### config.mk
export PLATFORM = sky130hd
export DESIGN_NAME = rcc_coef
export DESIGN_NICKNAME = d
export VERILOG_FILES = /design/src/rtl/core/rcc_pkg.sv /design/src/rtl/core/rcc_coef.sv
export SDC_FILE = /design/constraint.sdc
export NUM_CORES = 2
export LEC_CHECK = 0
export ABC_AREA = 0
export BUFFER_PORTS_ARGS = -buffer_cell sky130_fd_sc_hd__buf_4
export CAP_MARGIN = 5
export CORE_ASPECT_RATIO = 1.75
export CORE_MARGIN = 2
export CORE_UTILIZATION = 35
export DETAILED_ROUTE_END_ITERATION = 10
export GPL_TIMING_DRIVEN = 0
export PLACE_DENSITY_LB_ADDON = 0.15
export SETUP_SLACK_MARGIN = 0.02
export SLEW_MARGIN = 20
export SYNTH_ARGS = -nofsm -noshare
export SYNTH_HDL_FRONTEND = slang
export SYNTH_SLANG_ARGS = --single-unit
### constraint.sdc
create_clock -name i_clk -period 30.2 [get_ports i_clk]
set_clock_uncertainty 0.2 [all_clocks]
set_input_delay 6.04 -clock i_clk [delete_from_list [all_inputs] [get_ports i_clk]]
set_output_delay 6.04 -clock i_clk [all_outputs]
set_load 0.005 [all_outputs]
### src/rtl/core/rcc_pkg.sv
`default_nettype none
package rcc_pkg;

    localparam int DEGREE_BINS_DEF   = 1024;
    localparam int FRACTION_BITS_DEF = 16;

    localparam int NODE_W  = 32;
    localparam int ARC_W   = 40;
    localparam int COEF_W  = 17;
    localparam int OP_W    = 3;

    localparam int IN_TDATA_W  = 80;
    localparam int OUT_TDATA_W = 112;

    localparam logic [OP_W-1:0] OP_CLEAR = 3'd0;
    localparam logic [OP_W-1:0] OP_NODE  = 3'd1;
    localparam logic [OP_W-1:0] OP_ARC   = 3'd2;
    localparam logic [OP_W-1:0] OP_FIN   = 3'd3;
    localparam logic [OP_W-1:0] OP_QUERY = 3'd4;

    localparam logic KIND_FIN   = 1'b0;
    localparam logic KIND_QUERY = 1'b1;

endpackage
`default_nettype wire

### src/rtl/core/rcc_coef.sv
`default_nettype none
module rcc_coef #(
    parameter int FRACTION_BITS = rcc_pkg::FRACTION_BITS_DEF
) (
    input  wire logic                       i_clk,
    input  wire logic                       i_rst_n,
    input  wire logic                       i_start,
    input  wire logic [rcc_pkg::NODE_W-1:0] i_n,
    input  wire logic [rcc_pkg::ARC_W-1:0]  i_arcs,
    output logic                            o_done,
    output logic      [rcc_pkg::COEF_W-1:0] o_coef
);
    import rcc_pkg::*;

    localparam int FW = FRACTION_BITS + 1;
    localparam int CW = $clog2(FRACTION_BITS + 1);
    localparam logic [63:0] CAP_L = (FRACTION_BITS >= 16) ? 64'h1FFFF :
                                    ((64'd1 << (FRACTION_BITS + 1)) - 64'd1);

    localparam logic [2:0] C_IDLE = 3'd0;
    localparam logic [2:0] C_MUL  = 3'd1;
    localparam logic [2:0] C_CHK  = 3'd2;
    localparam logic [2:0] C_REM  = 3'd3;
    localparam logic [2:0] C_ITER = 3'd4;
    localparam logic [2:0] C_DONE = 3'd5;

    logic [2:0]        r_state;
    logic [NODE_W-1:0] r_n;
    logic [ARC_W-1:0]  r_arcs;
    logic [63:0]       r_pairs;
    logic [63:0]       r_rem;
    logic [FW-1:0]     r_frac;
    logic [CW-1:0]     r_cnt;
    logic              r_capped;

    logic [NODE_W-1:0] nm1;
    logic [64:0]       rem2;
    logic              take;
    logic              sat;

    assign nm1  = r_n - 32'd1;
    assign rem2 = {r_rem, 1'b0};
    assign take = rem2 >= {1'b0, r_pairs};
    assign sat  = r_capped || ({{(64 - FW){1'b0}}, r_frac} > CAP_L);

    assign o_done = (r_state == C_DONE);
    assign o_coef = COEF_W'(sat ? CAP_L : {{(64 - FW){1'b0}}, r_frac});

    always_ff @(posedge i_clk) begin
        if (!i_rst_n) begin
            r_state <= C_IDLE;
        end else begin
            unique case (r_state)
                C_IDLE: begin
                    if (i_start) begin
                        r_n     <= i_n;
                        r_arcs  <= i_arcs;
                        r_state <= C_MUL;
                    end
                end
                C_MUL: begin
                    r_pairs <= {32'd0, r_n} * {32'd0, nm1};
                    r_state <= C_CHK;
                end
                C_CHK: begin
                    // two or more arcs per pair saturates outright
                    if ({25'd0, r_arcs} >= {r_pairs, 1'b0}) begin
                        r_capped <= 1'b1;
                        r_state  <= C_DONE;
                    end else begin
                        r_capped <= 1'b0;
                        r_state  <= C_REM;
                    end
                end
                C_REM: begin
                    if ({24'd0, r_arcs} >= r_pairs) begin
                        r_rem  <= {24'd0, r_arcs} - r_pairs;
                        r_frac <= FW'(1);
                    end else begin
                        r_rem  <= {24'd0, r_arcs};
                        r_frac <= '0;
                    end
                    r_cnt   <= CW'(FRACTION_BITS);
                    r_state <= C_ITER;
                end
                C_ITER: begin
                    if (take) begin
                        r_rem <= 64'(rem2 - {1'b0, r_pairs});
                    end else begin
                        r_rem <= rem2[63:0];
                    end
                    r_frac <= {r_frac[FW-2:0], take};
                    r_cnt  <= r_cnt - CW'(1);
                    if (r_cnt == CW'(1)) begin
                        r_state <= C_DONE;
                    end
                end
                C_DONE: begin
                    r_state <= C_IDLE;
                end
                default: begin
                    r_state <= C_IDLE;
                end
            endcase
        end
    end

endmodule
`default_nettype wire

==> Word level (Yosys, flattened, before mapping) <==
Index checks and enable logic that the tools add are counted.
{ "totals": {"regBits": 226, "out_inout_bits": 18} }
{ "op_classes": {"n_addsub": 4, "n_mul": 1, "magnitude_cmp": 3, "n_eq_ne": 8, "mux": 12, "n_reduce_logical": 7} }
{ "ops": {"columns": ["operator", "count"], "rows": [
  ["$mux W64", 2],
  ["$pmux W64 S2", 1],
  ["$ge A40 B65 Y1", 1],
  ["$ge A65 B64 Y1", 1],
  ["$ge A40 B64 Y1", 1],
  ["$mul A32 B32 Y64", 1],
  ["$sub A40 B64 Y64", 1],
  ["$sub A64 B64 Y64", 1],
  ["$pmux W17 S2", 1],
  ["$sub A32 B1 Y32 const B", 1],
  ["$mux W17", 1],
  ["$pmux W3 S5", 1],
  ["$pmux W5 S2", 1],
  ["$mux W3", 3],
  ["$reduce_and A2 Y1", 4],
  ["$eq A3 B2 Y1 const B", 2],
  ["$eq A3 B3 Y1 const B", 2],
  ["$eq A5 B1 Y1 const B", 1],
  ["$sub A5 B1 Y5 const B", 1],
  ["$ne A2 B2 Y1 const B", 2],
  ["$eq A3 B1 Y1 const B", 1],
  ["$logic_not A3 Y1", 1],
  ["$reduce_and A3 Y1", 1],
  ["$mux W1", 2],
  ["$reduce_bool A2 Y1", 1]
]} }

==> Depth between registers and ports, before layout <==
{ "logic_depth": {"ltp_word": 3, "depth_mapped": 38, "depth_no_buf": 35} }

==> Worst setup path after synthesis <==
OpenSTA, ideal clock, no wires.
{ "synth_timing": {"path_type": "in2reg", "startpoint": "in i_rst_n", "endpoint": "reg r_cnt[0] (enable)", "setup_time_ns": 0.663, "arrival_time_ns": 12.286, "setup_slack_ns": 17.051, "stages": 1, "n_path_buf": 0, "cell_sequence": "a21boi_0"} }
{ "synth_between": {"elab_chain_len": 1} }
{ "synth_lines": {"columns": ["element", "line_no", "rtl"], "rows": [
  ["from (decl)", "rcc_coef.sv:6", "input wire logic i_rst_n,"],
  ["$reduce_and A2 Y1 (no line)", null, null],
  ["to (signal assigned)", "rcc_coef.sv:83", "r_cnt <= CW'(FRACTION_BITS);"],
  ["to (signal assigned)", "rcc_coef.sv:93", "r_cnt <= r_cnt - CW'(1);"],
  ["to (decl)", "rcc_coef.sv:33", "logic [CW-1:0] r_cnt;"]
]} }
Every way passes these cells.
A chain may end at the register's enable or synchronous reset.

==> Worst setup path after layout <==
{ "layout_timing": {"startpoint": "reg r_n[1]", "endpoint": "reg r_pairs[63] (data pin)"} }
{ "layout_between": {"elab_chain_len": 2} }
{ "layout_lines": {"columns": ["element", "line_no", "rtl"], "rows": [
  ["from (decl)", "rcc_coef.sv:28", "logic [NODE_W-1:0] r_n;"],
  ["from (signal assigned)", "rcc_coef.sv:56", "r_n <= i_n;"],
  ["$sub A32 B1 Y32", "rcc_coef.sv:41", "assign nm1 = r_n - 32'd1;"],
  ["$mul A32 B32 Y64 *", "rcc_coef.sv:62", "r_pairs <= {32'd0, r_n} * {32'd0, nm1};"],
  ["to (signal assigned)", "rcc_coef.sv:62", null],
  ["to (decl)", "rcc_coef.sv:30", "logic [63:0] r_pairs;"]
]} }
Mark *: on every way between the ends. The rest lies on a longest branch, timed or not.

==> out/results.txt <==
yosys warns - 0
RSZ-0062 raised after global routing - false
final net count - 7,108
final worst slack - 15.94 ns
Max Slew Vio Count - 0
R2R Path Start - r_n[1]
Core ar. - 0.1454 sq mm
library cells used by synthesis - 84
fin crit share - 47.23%
IO buf count - 92
Peak Freq - 70.10 MHz
first-pass GRT wire length - 305,800 um
commonest non-fill, non-tap cell in the layout - inv_1
most frequent cells in the layout - 1,086 x inv_1, 896 x fa_1, 625 x nand2b_1
headroom to the max-slew limit - 16.47%
Critical Path Source Type - flop
Max-Cap Viols - 0
Total GRT Usage - 28.79%
Worst Hold Depth - 1
vias per cell - 5.279
Area contributors post-synth - fa_1 35%, edfxtp_1 13%, ha_1 11%
num rows - 185
layout cells sized above 1 - 4.214%
DIE AREA - 0.1497 sq mm
final hold viol count - 0
worst slack at placement - 16.35 ns
CTS-repair resized insts - 0
Cell Area, Synth - 0.05129 sq mm
hpwl dp - 179,900 um
# hold bufs at CTS - 0
Top Ports - 93
Final Setup Violations - 0
Arrival @ worst endpoint - 14.45 ns
vias in the first global route - 44,626
drt drc - 0
clock root buffer master - clkbuf_16
Synthesized Nets - 6,976
min Tclk post-route - 14.26 ns
Initial Utilization - 35.28%
Post-synth ARST share - 0%
Syn Area/Cell - 9.216 sq um
nature of the critical path endpoint - flop
HP Class - reg -> reg
initial antenna violation count - 7
H-tree levels - 1
TritonCTS clock tree - yes
WS Path Type - reg -> reg
DRT antenna net count - 0
largest net degree at the start of global routing - 55
Worst-Margin Slew - 1.253 ns
grt ovf - 0
Main synth FF type - edfxtp_1
detailed router's first-iteration violation count - 2,172
Die H - 510.4 um
status - completed
Syn-to-layout area delta - 8.590%
clock buffer count from CTS - 29
hold path start - r_frac[3]
Critical-path top delay cell - clkbuf_1
GPL Wtd Cong - 1.048
chip width - 293.4 um
#FFs+latches synth - 225
setup bufs post-CTS - 0
cell mode on critical path - fa_1
DR top layer - met5
CTS sink cnt - 225
Post-synth EDFFs - 222
DR pass1 iterations - 6
Worst Path Max Fanout - 12
WHS - 0.3797 ns
Routed wire per std cell - 28.08 um
CP peak stage delay - 0.98 ns
drt total wl - 213,500 um
area leader, netlist - fa_1
Worst path top cell family by delay - adder cells
Clk Latency, worst-skew pair - 0.66 ns
hold endpoint - r_frac[4]
slack of the worst reg-to-reg path - 15.94 ns
FF-to-FF End - r_pairs[63]
M1 WL - 70,640 um
Vias - 40,133
Post-Syn Instances - 5,565
Final TNS setup - 0 ns
CP required - 30.39 ns
Worst-path clk slew - 0.06 ns
routed wl met2 - 113,300 um
CTS Buffer Depth - 3
R2R depth - 34
post-synthesis sequential area ratio - 13.12%
WP buf/inv - 6
metal3 WL - 7223 um
Synth top area share - 34.97%
[how the worst max path moves through the flow]
stage               startpoint  cells past startpoint     endpoint  slack (ns)
finish                  r_n[1]                     34  r_pairs[63]       15.94
global route            r_n[1]                     34  r_pairs[63]       15.81
CTS                     r_n[1]                     34  r_pairs[63]       16.27
detailed placement      r_n[1]                     34  r_pairs[63]       16.35
global placement       i_rst_n                      2    r_rem[51]       12.33
floorplan              i_rst_n                      1     r_cnt[0]       17.05
[metal layers]
| layer | global-route usage [%] | up-vias |
|---|---|---|
| li1 | - | 17783 |
| met1 | 27.89 | 20451 |
| met2 | 54.67 | 1259 |
| met3 | 2.792 | 638 |
| met4 | 23.91 | 2 |
| met5 | 0 | - |
[sequential cells by signal, summed over array words and instances (netlist names)]
name      cells
r_frac       17
r_rem        64
r_capped      1
r_arcs       40
r_pairs      63
r_n          32
r_state       3
r_cnt         5
[cell families after synthesis]
logic type	share of synthesized area [%]
buf+inv	10.13
compound gates	9.305
simple gates	18.73
mux	0.3123
fa+ha+maj	45.71
flops	13.12
xor+xnor	2.698
[stage by stage]
step                      instance area, sq um  utilization [%]  cells
after floorplan                          51290                -   5565
after global routing                     55670            38.29   7593
after global placement                   54320            37.37   7527
after detailed placement                 54580            37.54   7535
final                                    55690            38.31   7603
after CTS                                55640            38.28   7588
[cell usage after synthesis (6+ instances only)]
library cell / count
inv_1: 1086
fa_1: 896
nand2b_1: 625
ha_1: 440
nor2b_1: 344
clkbuf_1: 272
nand2_1: 234
a21oi_1: 227
edfxtp_1: 222
nor2_1: 188
o21ai_0: 135
xnor2_1: 102
a21o_1: 82
xor2_1: 56
nand3_1: 54
nand4_1: 53
and3_1: 47
a31oi_1: 46
a211oi_1: 43
o21bai_1: 36
nor3_1: 35
or2_2: 34
o21a_1: 26
and2_1: 20
or3_1: 18
o211ai_1: 17
a21boi_0: 16
mux2i_1: 16
nor4_1: 16
or4_1: 16
o22ai_1: 15
o31ai_1: 15
a22oi_1: 9
o221ai_1: 9
a211o_1: 8
buf_2: 8
and4_1: 6
o21ai_1: 6
[cell type report]
class	count	area, sq um
multi-input cells	3966	39400
fillers	14949	89670
flip-flops and latches	225	6726
clock buffers	35	748.2
clock inverters	18	317.8
inverters	1087	4080
well taps	1870	2340
plain buffers	287	1142
diodes	14	35.03
repair buffers	101	899.6
Power is left out: the tool's default activity adds up to more than one toggle a clock period on the data nets, which glitch-free logic cannot reach.
